`src/hw/rtl/dbd_pkg.sv`:
```
// Package for the date difference block: field widths, calendar constants and
// the month length function. Depends on nothing.
`timescale 1ns / 1ps

package dbd_pkg;

  localparam int YearW  = 14;
  localparam int MonW   = 4;
  localparam int DayW   = 5;
  localparam int CountW = 22;
  localparam int R400W  = 9;
  localparam int QuotW  = 6;
  localparam int RecipW = 13;
  localparam int RecipShift = 21;

  localparam logic [YearW-1:0]  YearMax = 14'd9999;
  localparam logic [MonW-1:0]   MonJan  = 4'd1;
  localparam logic [MonW-1:0]   MonFeb  = 4'd2;
  localparam logic [MonW-1:0]   MonApr  = 4'd4;
  localparam logic [MonW-1:0]   MonJun  = 4'd6;
  localparam logic [MonW-1:0]   MonSep  = 4'd9;
  localparam logic [MonW-1:0]   MonNov  = 4'd11;
  localparam logic [MonW-1:0]   MonDec  = 4'd12;
  localparam logic [DayW-1:0]   DayFirst = 5'd1;

  // floor(y / 400) equals (y * RecipMul) >> RecipShift for every 14-bit y.
  localparam logic [RecipW-1:0] RecipMul = 13'd5243;
  localparam logic [R400W-1:0]  Quad400  = 9'd400;
  localparam logic [R400W-1:0]  Last400  = 9'd399;
  localparam logic [R400W-1:0]  Cent1    = 9'd100;
  localparam logic [R400W-1:0]  Cent2    = 9'd200;
  localparam logic [R400W-1:0]  Cent3    = 9'd300;

  // Leap rule from the year modulo 400.
  function automatic logic leap_from_r400(input logic [R400W-1:0] r);
    logic cent;
    cent = (r == Cent1) || (r == Cent2) || (r == Cent3);
    return (r == '0) || (!cent && (r[1:0] == 2'b00));
  endfunction

  function automatic logic [DayW-1:0] month_len(input logic [MonW-1:0] m, input logic leap);
    logic [DayW-1:0] len;
    case (m) inside
      MonFeb:                         len = leap ? 5'd29 : 5'd28;
      MonApr, MonJun, MonSep, MonNov: len = 5'd30;
      default:                        len = 5'd31;
    endcase
    return len;
  endfunction

endpackage

```
`src/hw/rtl/dbd_in_if.sv`:
```
// Input channel of the date difference block: handshake and the two dates.
// Depends on dbd_pkg.
`timescale 1ns / 1ps

interface dbd_in_if import dbd_pkg::*; ();
  logic             valid;
  logic             ready;
  logic [YearW-1:0] start_year;
  logic [MonW-1:0]  start_month;
  logic [DayW-1:0]  start_day;
  logic [YearW-1:0] end_year;
  logic [MonW-1:0]  end_month;
  logic [DayW-1:0]  end_day;

  modport source (output valid, start_year, start_month, start_day,
                  end_year, end_month, end_day, input ready);
  modport sink   (input valid, start_year, start_month, start_day,
                  end_year, end_month, end_day, output ready);
endinterface

```
`src/hw/rtl/dbd_out_if.sv`:
```
// Output channel of the date difference block: handshake, day count and flag.
// Depends on dbd_pkg.
`timescale 1ns / 1ps

interface dbd_out_if import dbd_pkg::*; ();
  logic              valid;
  logic              ready;
  logic [CountW-1:0] day_count;
  logic              invalid;

  modport source (output valid, day_count, invalid, input ready);
  modport sink   (input valid, day_count, invalid, output ready);
endinterface

```
`src/hw/rtl/dbd_year_unit.sv`:
```
// Two-stage year residue unit: year modulo 400 through a reciprocal multiply.
// Depends on dbd_pkg.
`timescale 1ns / 1ps

module dbd_year_unit import dbd_pkg::*; (
  input  logic             clk_i,
  input  logic [YearW-1:0] year_i,
  output logic [R400W-1:0] r400_o
);

  logic [YearW+RecipW-1:0] prod;
  logic [QuotW-1:0]        quot_q;
  logic [YearW:0]          rem;

  assign prod = {{RecipW{1'b0}}, year_i} * {{YearW{1'b0}}, RecipMul};

  // The year must be held for both cycles: the quotient is taken in the first,
  // the remainder in the second.
  assign rem = {1'b0, year_i} - ((YearW+1)'(quot_q) * (YearW+1)'(Quad400));

  always_ff @(posedge clk_i) begin
    quot_q <= prod[RecipShift +: QuotW];
    r400_o <= rem[R400W-1:0];
  end

endmodule

```
`src/hw/rtl/days_between_dates.sv`:
```
// Top level of the date difference block: sequencer, date stepper and output
// register. Depends on dbd_pkg, dbd_in_if, dbd_out_if and dbd_year_unit.
//
// Use: a transfer on in_i carries two Gregorian dates in either order. The
// block puts them in order, checks both against the calendar and then steps
// the earlier date forward one day per cycle until it equals the later one.
// One transfer on out_o returns the day count and the invalid flag; an
// invalid date gives invalid = 1 and a count of zero.
// Sequence: two passes through the year residue unit and the calendar check
// (states S_MUL, S_REM and S_CHK), first for the later date and then for the
// earlier one; then one S_STEP per day of difference plus one that sees the
// dates meet, and S_DONE to load the output register. The difference is at
// most 3652058 days; an invalid date skips the stepping.
// in_i.ready is high only while the sequencer is idle; one item is in work at
// a time. A finished result waits in the output register while out_o.ready is
// low, and the next item may be accepted meanwhile; its result is held in the
// sequencer until the register frees up.
// Reset clears the sequencer and the output valid; no result is pending after it.
`timescale 1ns / 1ps

module days_between_dates import dbd_pkg::*; (
  input  logic     clk_i,
  input  logic     rst_ni,
  dbd_in_if.sink   in_i,
  dbd_out_if.source out_o
);

  typedef enum logic [2:0] {
    S_IDLE,
    S_MUL,
    S_REM,
    S_CHK,
    S_STEP,
    S_DONE
  } state_e;

  state_e            state_q, state_d;
  logic              chk_tgt_q, chk_tgt_d;
  logic              bad_q, bad_d;
  logic [YearW-1:0]  cur_y_q, cur_y_d, tgt_y_q, tgt_y_d;
  logic [MonW-1:0]   cur_m_q, cur_m_d, tgt_m_q, tgt_m_d;
  logic [DayW-1:0]   cur_d_q, cur_d_d, tgt_d_q, tgt_d_d;
  logic [R400W-1:0]  cur_r_q, cur_r_d;
  logic [CountW-1:0] count_q, count_d;
  logic              out_valid_q, out_valid_d;
  logic [CountW-1:0] out_count_q, out_count_d;
  logic              out_invalid_q, out_invalid_d;

  logic              in_xfer;
  logic              swap;
  logic [YearW-1:0]  unit_year;
  logic [R400W-1:0]  unit_r400;
  logic [YearW-1:0]  chk_y;
  logic [MonW-1:0]   chk_m;
  logic [DayW-1:0]   chk_d;
  logic              chk_ok;
  logic              cur_leap;
  logic              at_target;
  logic              out_free;

  assign in_i.ready    = (state_q == S_IDLE);
  assign in_xfer       = in_i.valid && in_i.ready;
  assign out_o.valid     = out_valid_q;
  assign out_o.day_count = out_count_q;
  assign out_o.invalid   = out_invalid_q;

  assign swap = {in_i.start_year, in_i.start_month, in_i.start_day} >
                {in_i.end_year, in_i.end_month, in_i.end_day};

  assign unit_year = chk_tgt_q ? tgt_y_q : cur_y_q;

  dbd_year_unit u_year (
    .clk_i  (clk_i),
    .year_i (unit_year),
    .r400_o (unit_r400)
  );

  assign chk_y  = unit_year;
  assign chk_m  = chk_tgt_q ? tgt_m_q : cur_m_q;
  assign chk_d  = chk_tgt_q ? tgt_d_q : cur_d_q;
  assign chk_ok = (chk_y != '0) && (chk_y <= YearMax) &&
                  (chk_m != '0) && (chk_m <= MonDec) &&
                  (chk_d != '0) && (chk_d <= month_len(chk_m, leap_from_r400(unit_r400)));

  assign cur_leap  = leap_from_r400(cur_r_q);
  assign at_target = (cur_y_q == tgt_y_q) && (cur_m_q == tgt_m_q) && (cur_d_q == tgt_d_q);
  assign out_free  = !out_valid_q || out_o.ready;

  always_comb begin
    state_d       = state_q;
    chk_tgt_d     = chk_tgt_q;
    bad_d         = bad_q;
    cur_y_d       = cur_y_q;
    cur_m_d       = cur_m_q;
    cur_d_d       = cur_d_q;
    tgt_y_d       = tgt_y_q;
    tgt_m_d       = tgt_m_q;
    tgt_d_d       = tgt_d_q;
    cur_r_d       = cur_r_q;
    count_d       = count_q;
    out_valid_d   = out_valid_q && !out_o.ready;
    out_count_d   = out_count_q;
    out_invalid_d = out_invalid_q;

    unique case (state_q)
      S_IDLE: begin
        if (in_xfer) begin
          // The earlier date becomes the stepping date.
          if (swap) begin
            cur_y_d = in_i.end_year;
            cur_m_d = in_i.end_month;
            cur_d_d = in_i.end_day;
            tgt_y_d = in_i.start_year;
            tgt_m_d = in_i.start_month;
            tgt_d_d = in_i.start_day;
          end else begin
            cur_y_d = in_i.start_year;
            cur_m_d = in_i.start_month;
            cur_d_d = in_i.start_day;
            tgt_y_d = in_i.end_year;
            tgt_m_d = in_i.end_month;
            tgt_d_d = in_i.end_day;
          end
          chk_tgt_d = 1'b1;
          state_d   = S_MUL;
        end
      end
      S_MUL: begin
        state_d = S_REM;
      end
      S_REM: begin
        state_d = S_CHK;
      end
      S_CHK: begin
        if (chk_tgt_q) begin
          bad_d     = !chk_ok;
          chk_tgt_d = 1'b0;
          state_d   = S_MUL;
        end else begin
          bad_d   = bad_q || !chk_ok;
          cur_r_d = unit_r400;
          count_d = '0;
          state_d = (bad_q || !chk_ok) ? S_DONE : S_STEP;
        end
      end
      S_STEP: begin
        if (at_target) begin
          state_d = S_DONE;
        end else begin
          count_d = count_q + 1'b1;
          if (cur_d_q == month_len(cur_m_q, cur_leap)) begin
            cur_d_d = DayFirst;
            if (cur_m_q == MonDec) begin
              cur_m_d = MonJan;
              cur_y_d = cur_y_q + 1'b1;
              cur_r_d = (cur_r_q == Last400) ? '0 : cur_r_q + 1'b1;
            end else begin
              cur_m_d = cur_m_q + 1'b1;
            end
          end else begin
            cur_d_d = cur_d_q + 1'b1;
          end
        end
      end
      S_DONE: begin
        if (out_free) begin
          out_valid_d   = 1'b1;
          out_count_d   = count_q;
          out_invalid_d = bad_q;
          state_d       = S_IDLE;
        end
      end
      default: begin
        state_d = S_IDLE;
      end
    endcase
  end

  always_ff @(posedge clk_i or negedge rst_ni) begin
    if (!rst_ni) begin
      state_q       <= S_IDLE;
      chk_tgt_q     <= 1'b0;
      bad_q         <= 1'b0;
      cur_y_q       <= '0;
      cur_m_q       <= '0;
      cur_d_q       <= '0;
      tgt_y_q       <= '0;
      tgt_m_q       <= '0;
      tgt_d_q       <= '0;
      cur_r_q       <= '0;
      count_q       <= '0;
      out_valid_q   <= 1'b0;
      out_count_q   <= '0;
      out_invalid_q <= 1'b0;
    end else begin
      state_q       <= state_d;
      chk_tgt_q     <= chk_tgt_d;
      bad_q         <= bad_d;
      cur_y_q       <= cur_y_d;
      cur_m_q       <= cur_m_d;
      cur_d_q       <= cur_d_d;
      tgt_y_q       <= tgt_y_d;
      tgt_m_q       <= tgt_m_d;
      tgt_d_q       <= tgt_d_d;
      cur_r_q       <= cur_r_d;
      count_q       <= count_d;
      out_valid_q   <= out_valid_d;
      out_count_q   <= out_count_d;
      out_invalid_q <= out_invalid_d;
    end
  end

endmodule

```
`src/flat_wrapper.sv`:
```
// flat-port wrapper written by rule: the top's interface ports become plain ports
module days_between_dates_flat import dbd_pkg::*;
  (clk_i, rst_ni, in_i_valid, in_i_start_year, in_i_start_month, in_i_start_day, in_i_end_year, in_i_end_month, in_i_end_day, in_i_ready, out_o_valid, out_o_day_count, out_o_invalid, out_o_ready);
  dbd_in_if in_i_i ();
  dbd_out_if out_o_i ();
  input  logic clk_i;
  input  logic rst_ni;
  input wire logic [$bits(in_i_i.valid)-1:0] in_i_valid;
  input wire logic [$bits(in_i_i.start_year)-1:0] in_i_start_year;
  input wire logic [$bits(in_i_i.start_month)-1:0] in_i_start_month;
  input wire logic [$bits(in_i_i.start_day)-1:0] in_i_start_day;
  input wire logic [$bits(in_i_i.end_year)-1:0] in_i_end_year;
  input wire logic [$bits(in_i_i.end_month)-1:0] in_i_end_month;
  input wire logic [$bits(in_i_i.end_day)-1:0] in_i_end_day;
  output wire logic [$bits(in_i_i.ready)-1:0] in_i_ready;
  output wire logic [$bits(out_o_i.valid)-1:0] out_o_valid;
  output wire logic [$bits(out_o_i.day_count)-1:0] out_o_day_count;
  output wire logic [$bits(out_o_i.invalid)-1:0] out_o_invalid;
  input wire logic [$bits(out_o_i.ready)-1:0] out_o_ready;
  assign in_i_i.valid = in_i_valid;
  assign in_i_i.start_year = in_i_start_year;
  assign in_i_i.start_month = in_i_start_month;
  assign in_i_i.start_day = in_i_start_day;
  assign in_i_i.end_year = in_i_end_year;
  assign in_i_i.end_month = in_i_end_month;
  assign in_i_i.end_day = in_i_end_day;
  assign in_i_ready = in_i_i.ready;
  assign out_o_valid = out_o_i.valid;
  assign out_o_day_count = out_o_i.day_count;
  assign out_o_invalid = out_o_i.invalid;
  assign out_o_i.ready = out_o_ready;
  days_between_dates u_core (.clk_i(clk_i), .rst_ni(rst_ni), .in_i(in_i_i), .out_o(out_o_i));
endmodule
```
`config.mk`:
```
export PLATFORM = sky130hd
export DESIGN_NAME = days_between_dates_flat
export DESIGN_NICKNAME = d
export VERILOG_FILES = /design/src/hw/rtl/dbd_pkg.sv /design/src/hw/rtl/dbd_in_if.sv /design/src/hw/rtl/dbd_out_if.sv /design/src/hw/rtl/dbd_year_unit.sv /design/src/hw/rtl/days_between_dates.sv /design/src/flat_wrapper.sv
export SDC_FILE = /design/constraint.sdc
export NUM_CORES = 1
export LEC_CHECK = 0
export ABC_AREA = 1
export CAP_MARGIN = 20
export CELL_PAD_IN_SITES_DETAIL_PLACEMENT = 2
export CELL_PAD_IN_SITES_GLOBAL_PLACEMENT = 2
export CORE_MARGIN = 5
export CORE_UTILIZATION = 35
export DETAILED_ROUTE_END_ITERATION = 10
export DONT_BUFFER_PORTS = 1
export PLACE_DENSITY = 0.71
export SKIP_LAST_GASP = 1
export SLEW_MARGIN = 20
export SYNTH_ARGS = -nofsm -noshare
export SYNTH_HDL_FRONTEND = slang
export SYNTH_SLANG_ARGS = --single-unit
```
`constraint.sdc`:
```
create_clock -name clk_i -period 7.4 [get_ports clk_i]
set_input_delay 0.74 -clock clk_i [delete_from_list [all_inputs] [get_ports clk_i]]
set_output_delay 0.74 -clock clk_i [all_outputs]
set_load 0.005 [all_outputs]
```
==> results summary, run 1 <==
The flow ran to the end, and the final reports show no timing, DRC or antenna violations. The hold violation count in the final report is 0. The count of vias placed by the detailed router came out at around 10000. The cell that appears most often on the critical path is inv_1. The initial antenna violation count was 0. The clock latency at the later pin of the worst-skew pair came out at around 440 ps. The overall global routing resource usage is approximately a fifth. The buffer levels on the longest clock path is 2. The total of buffers placed on input and output ports is 0. Headroom to the max-slew limit came out at between 30% and 40%. The deepest level of the CTS H-tree came out at 4. The first TritonRoute pass finished after 5 iterations. The global placement routability congestion came out at 0.842. The root buffer cell is clkbuf_16. The worst clock skew is 14.7 ps. In this run, post-CTS repair resized a total of 0 instances. The routed design has between 30 and 40 mm of wire.

The number of instances in the synthesized netlist is 1582. The average size of a mapped cell came out at 7.51 sq um. The part of the Yosys area used for sequential elements came out at between 20% and 30%.

Counting every net in the synthesized netlist gives between 1500 and 2000. The vertical die dimension is approximately 190 um. At the pin with the least slew margin, the transition time is 1010 ps. The largest net degree at the start of global routing came out at a little under 70. The final total negative setup slack is 0 ps. The net count reported at finish came out at between 1500 and 2000.

The max-slew violation count is 0. Pin placement for this block handled 75 I/O pins. The repair_antennas step left the layout with diodes totalling 0.

The summed instance area of the synthesized netlist is 0.0119 sq mm. Counting flops with a built-in enable in the synthesized netlist gives 0. The min-delay analysis places its worst path in the category primary input to asynchronous set/reset pin. The horizontal extent of the die is between 150 and 200 um.

The number of synthesized register bits came out at 120. After detailed routing, the number of vias per cell comes to a little over 5. The worst setup path is launched from a flop. The CTS tree is built. The count of maximum capacitance violations is 0. The finished cells cover around 0.013 sq mm. The routed wire length per instance is 19.0 um. The count of synthesis-stage warnings from yosys is 0.

The peak fanout along the critical path is 34. For the finished layout, the period the worst path requires is between 5000 and 6000 ps. After clock tree synthesis, the clock-pin slew on the worst setup and hold paths is roughly 60 ps. The critical path data arrival time came out at ~6300 ps. The minimum setup slack after placement is approximately 1400 ps. For the worst setup path, the data required time is just under 8000 ps.

The placed instance area came out at ~0.012 sq mm. The netlist uses 51 different library cells. The number of clock sinks is 120.

The number of global-route vias before repair is 11500. In the post-route analysis, the smallest setup slack over all paths is roughly 1500 ps. The TritonCTS buffer count came out at 17. Relative to the synthesized area, the layout overhead comes to 8.45%. Once the floorplan was initialized, standard cells occupied 35.4% of the core. The async set-reset flop share out of synthesis came out at roughly 88%. The die area came out at 0.0377 sq mm. The total global routing overflow came out at 0. The total of endpoints with negative setup slack in the final report came out at 0. The worst setup path is captured at a flop.

The post-route clock period utilization is 79.7%. For this run, design rule violations remaining after detail routing come to 0. The count of nets left with antenna violations once routing finished came out at 0. For this run, the slowest stage of the critical path takes approximately 910 ps. The first global-routing pass estimated between 60 and 70 mm of wire. The post-DP HPWL is a little over 30 mm. The total number of placement rows came out at 67. The critical path in this run is classified as flop to flop.

The share of final-layout standard cells stronger than drive strength 1 came out at 5.14%. The core area is between 0.03 and 0.04 sq mm. The maximum operating frequency is roughly 0.17 GHz.

The violation count after the first detailed-route iteration is around 350. The critical path goes through o21ai_0 > inv_1 > ha_1 > ha_1 > inv_1 > fa_1 > inv_1 > fa_1 > inv_1 > fa_1 > inv_1 > ha_1 > a21oi_1 > o21ai_0 > a31oi_1 > nand3_1 > a21oi_1 > xor2_1. On the critical path, the stage with the largest delay is an instance of o21ai_0. Setup repair after global routing left no endpoint under its margin. The post-CTS setup buffer count is 0. The number of buffers added to fix hold violations after cts is 3. The top flip-flop cell by instance count after synthesis is dfrtp_1.
kinds of logic (layout without fill, tap and decap cells):
logic type	Yosys count	in the layout	share of synthesized area (%)
AOI/OAI and AO/OA	239	239	10.9
xor gates and xnor gates	56	56	4.13
adders and majority gates	209	209	26.0
buffers and inverters	344	337	11.5
DFF	120	120	24.7
muxes	1	1	0.0842
and+or+nand+nor	613	613	22.8
placed cells by master (no fill, tap or decap), drive strengths merged, types with 3 or more instances in the layout:
cell type and count:
ha 146, o31ai 6, clkbuf 21, inv 297
a31oi 5, nand2 346, a21oi 59, xnor2 18
dfrtp 106, dfxtp 14, clkinv 6, o21ai 150
nor2 86, nor4 11, nand3 116, a21o 3
nor3 24, buf 8, fa 63, o22ai 4
a22oi 3, xor2 38, nand4 26
registers in the layout, indices dropped and copies added (netlist names):
signal / cells
u_core.count_q: 22
u_core.u_year.r400_o: 9
u_core.cur_y_q: 14
u_core.out_o.valid: 1
u_core.tgt_y_q: 14
u_core.chk_tgt_q: 1
u_core.cur_m_q: 4
u_core.out_o.day_count: 22
u_core.u_year.quot_q: 5
u_core.cur_r_q: 9
u_core.out_o.invalid: 1
u_core.bad_q: 1
u_core.cur_d_q: 5
u_core.tgt_m_q: 4
u_core.tgt_d_q: 5
u_core.state_q: 3
worst max-delay path: cells and delay by family (launching register included):
kind / cells / cell delay, ps
xor+xnor: 1 / 150
fa+ha+maj: 6 / 2670
compound gates: 5 / 1540
buf+inv: 5 / 580
flops: 1 / 720
simple gates: 1 / 150
area by class of cell:
type	count	area (sq um)
clock inverter	11	121
clock buffer	21	460
multi-input combinational	1118	7590
fill	3930	20600
tap	448	561
inverter	296	1110
sequential	120	2930
timing repair buffer	9	115
through the flow:
stage                     util, %  std cells  hold WS (ps)
after floorplan                 -       1582           444
after global placement       36.5       1987           448
after detailed placement     36.5       1987           447
after CTS                    38.4       2022           142
after global routing         38.4       2023           142
final                        38.4       2023           146
per-layer routing:
| layer | part of all wire [%] | track usage [%] | routed length (um) | vias up |
|---|---|---|---|---|
| met3 | 1.5 | 2.14 | 569 | 26 |
| li1 | - | - | - | 5011 |
| met4 | 1.1 | 3.75 | 404 | 0 |
| met1 | 47 | 27.2 | 18000 | 5166 |
| met5 | 0 | 0 | 0 | - |
| met2 | 51 | 36.7 | 19500 | 59 |
path summary, 6_finish.rpt:
path,slack (ps),endpoint,cells past startpoint,startpoint
max in group asynchronous,6260,u_core.cur_y_q[11],1,rst_ni
hold reg to reg,480,u_core.state_q[1],1,u_core.state_q[0]
setup / recovery,1500,u_core.u_year.quot_q[4],18,u_core.chk_tgt_q
min in group clk_i,480,u_core.tgt_d_q[2],2,in_i_start_day[2]
setup reg to reg,1500,u_core.u_year.quot_q[4],18,u_core.chk_tgt_q
hold / removal,150,u_core.state_q[0],1,rst_ni
cell usage after synthesis (all sizes together), types with 14 or more instances:
master  count  area [sq um]
a21oi      59           295
buf        28           176
clkbuf     20          78.8
dfrtp     106          2650
dfxtp      14           280
fa         63          1260
ha        146          1830
inv       295          1110
nand2     346          1370
nand3     116           616
nand4      26           163
nor2       86           335
nor3       24           125
o21ai     150           766
xnor2      18           158
xor2       38           333
Power of run 1 is left out: the tool's default activity adds up to more than one toggle a clock period on the data nets, which glitch-free logic cannot reach.
==> run 2: changes to the inputs <==
--- a/config.mk
+++ b/config.mk
@@ -13,7 +13,7 @@
 export CORE_UTILIZATION = 35
 export DETAILED_ROUTE_END_ITERATION = 10
 export DONT_BUFFER_PORTS = 1
-export PLACE_DENSITY = 0.71
+export PLACE_DENSITY = 0.74
 export SKIP_LAST_GASP = 1
 export SLEW_MARGIN = 20
 export SYNTH_ARGS = -nofsm -noshare
==> constraint.sdc (replaced) <==
create_clock -name clk_i -period 5.25 [get_ports clk_i]
set_input_delay 0.525 -clock clk_i [delete_from_list [all_inputs] [get_ports clk_i]]
set_output_delay 0.525 -clock clk_i [all_outputs]
set_load 0.005 [all_outputs]
==> run 2 against run 1 <==
  * The flow now finishes with violations (hold timing)
  * Core utilization grew 0.51 points
  * Non-clock buffer count grew 17
  * Flip-flop and latch count unchanged
  * Hold slack got worse by 160 ps
==> results summary, run 2 (same netlist as run 1, synthesis figures left out) <==
The run finished, with violations left. The final reports fail on hold timing. The minimum clock period came out at 5050 ps (-854 ps). The total of buffers placed on input and output ports came out at 0 (unchanged). The minimum setup slack after placement came to -3.78 ps (-1430 ps). The core area is 0.0335 sq mm (unchanged). The number of global-route vias before repair is 11700 (+2.1%). The largest net degree at the start of global routing was 107 (+55%).

The worst setup slack for register-to-register paths is 200 ps (-1300 ps). The highest cell delay on the worst timing path came out at 530 ps (-380 ps). In the layout the commonest cells are nand2_1 (326), inv_1 (281), ha_1 (146), o21ai_0 (128), nand3_1 (112). The worst register-to-register path begins at u_core.chk_tgt_q.

The non-filler instance count after layout was 2041 (+0.89%). The TritonCTS buffer count came to 17 (unchanged). The post-route clock period utilization is 96.1% (+16 points). The number of cells on the worst reg-to-reg path came out at 19 (+1). The clock transition at the registers of the reported paths came out at 70 ps (about the same). The die area came out at 0.0377 sq mm (unchanged). The final total negative setup slack is 0 ps (unchanged). The total global routing overflow is 0 (unchanged). Compared with the post-synthesis result, the final layout area differs by 9.89%.

The number of buffers and inverters on the critical path came to 6 (+1). The post-route antenna net violation count is 0 (unchanged). By instance count, the cell type seen most on the critical path is inv_1.

The violation count after the first detailed-route iteration came out at 342 (-2.6%). The hold violation count in the final report came out at 2 (+2). The post-detailed-route DRC marker count came to 0 (unchanged).

The maximum operating frequency is 0.198 GHz (+17%). The transition time of the tightest slew-check pin is 978 ps (-33.7 ps). The number of top-level pins came out at 75 (unchanged).

The total number of placement rows is 67 (unchanged). The critical path data arrival time was 5410 ps (-850 ps). The type of destination of the critical path is a flop. The endpoint identified for the worst register-to-register timing path is u_core.u_year.quot_q[4]. In this design, the largest share of critical-path delay is due to adder cells. The worst setup path is of the flop to flop kind. On the critical path, the stage with the largest delay is an instance of fa_1. The min-delay analysis places its worst path in the category primary input to asynchronous set/reset pin.

The max-slew violation count came out at 0 (unchanged). The deepest level of the CTS H-tree is 4 (unchanged). The library cell used most frequently in the layout, excluding fill and tap cells, is nand2_1.

The vertical die dimension is 194 um (unchanged). The root buffer cell is clkbuf_16. The global placement routability congestion was 0.853 (+1.2%). The share of final-layout standard cells stronger than drive strength 1 is 7.04% (+1.9 points). The total of endpoints with negative setup slack in the final report came out at 0 (unchanged). The required time of the worst setup path is 5610 ps (-2150 ps).

The overall global routing resource usage is 20.5% (-0.053 points). The effective utilization at floorplan came out at 35.4% (unchanged). The initial antenna violation count came out at 1 (+1).

The global-route wire length before repair is 63.2 mm (+0.54%). The setup slack after layout is 203 ps (-1300 ps). The count of maximum capacitance violations came out at 0 (unchanged).

The first-pass iteration count of the detailed router is 4 (-1). The worst clock skew came out at 14.2 ps (-0.521 ps). TritonCTS built the clock tree.

The number of clock sinks came out at 120 (unchanged). The signal on the critical path passes through buf_12 > o21ai_0 > inv_1 > ha_1 > ha_1 > inv_1 > fa_1 > inv_1 > fa_1 > inv_1 > fa_1 > inv_1 > ha_1 > a21oi_1 > o21ai_0 > a31oi_1 > nand3_1 > a21oi_1 > xor2_1. The post-CTS setup buffer count came out at 0 (unchanged). The average vias per placed instance was 5.10 (+0.57%). The relative slew slack is 34.6% (+2.3 points).

The buffer levels on the longest clock path is 2 (unchanged). The horizontal extent of the die came to 194 um (unchanged). The post-DP HPWL was 30.8 mm (+0.70%). The peak fanout along the critical path came to 20 (-41%).

The clock latency at the later pin of the worst-skew pair is 430 ps (about the same). The worst hold margin came to -12.4 ps (-158 ps). The total wirelength of the detailed-routed design came out at 38.4 mm (-0.22%). The routed wire length per instance came out at 18.8 um (-1.1%).

The cell total after placement came to 2007 (+1.0%). The count of vias placed by the detailed router is 10400 (+1.5%). The net count reported at finish is 1838 (+0.93%).

The worst setup path is launched from a flop.
-- run 2: changes by cell type in the layout (fill, tap and decap cells not counted), sizes merged --
cell | previous run | this run
buf | 8 | 26
bufinv | 2 | 3
clkbuf | 21 | 18
clkinv | 6 | 2
clkinvlp | 2 | 3
diode | 0 | 1
dlygate4sd3 | 1 | 0
inv | 297 | 302
-- run 2: routing by layer --
metal  track usage, %  routed length, um
met5                0                  0
met4             3.83                431
met3             2.26                609
met2             36.5              19500
met1             27.1              17800
-- run 2: repair_timing --
item	in CTS	in global routing
gates resized for setup	2	13
endpoints found under the hold margin	106	0
endpoints found under the setup margin	1	5
hold buffers	1	0
-- run 2: cell type report --
class,count,area (sq um)
fillers,3933,20500
well taps,448,561
flip-flops and latches,120,2930
diodes,1,2.50
clock inverters,14,188
multi-input cells,1118,7600
inverters,296,1110
clock buffers,18,439
repair buffers,26,228
-- run 2: how the worst max path moves through the flow --
stage          slack, ps                       to        startpoint  cells past startpoint
2_1_floorplan         50  u_core.u_year.quot_q[4]  u_core.chk_tgt_q                     21
3_3_place_gp         270  u_core.u_year.quot_q[4]  u_core.chk_tgt_q                     17
3_5_place_dp          -4  u_core.u_year.quot_q[4]  u_core.chk_tgt_q                     19
4_1_cts               30  u_core.u_year.quot_q[4]  u_core.chk_tgt_q                     18
5_1_grt              -40  u_core.u_year.quot_q[4]  u_core.chk_tgt_q                     19
6_report             200  u_core.u_year.quot_q[4]  u_core.chk_tgt_q                     19
-- run 2: metrics by stage --
stage,hold slack [ps],util [%],cell area (sq um)
5_1_grt,57.2,38.9,13100
4_1_cts,53.8,38.9,13000
2_1_floorplan,229,-,11900
3_3_place_gp,232,37.0,12400
3_5_place_dp,233,37.0,12400
6_report,-12.4,38.9,13100
-- run 2: worst reg2reg max path, delay by kind of cell, from the launching register on --
family,cells,cell delay (ps)
AOI/OAI and AO/OA,5,1000
DFF,1,480
buffers and inverters,6,590
adders and majority gates,6,2560
xor gates and xnor gates,1,150
and+or+nand+nor,1,190
Power of run 2 is left out for the same reason.
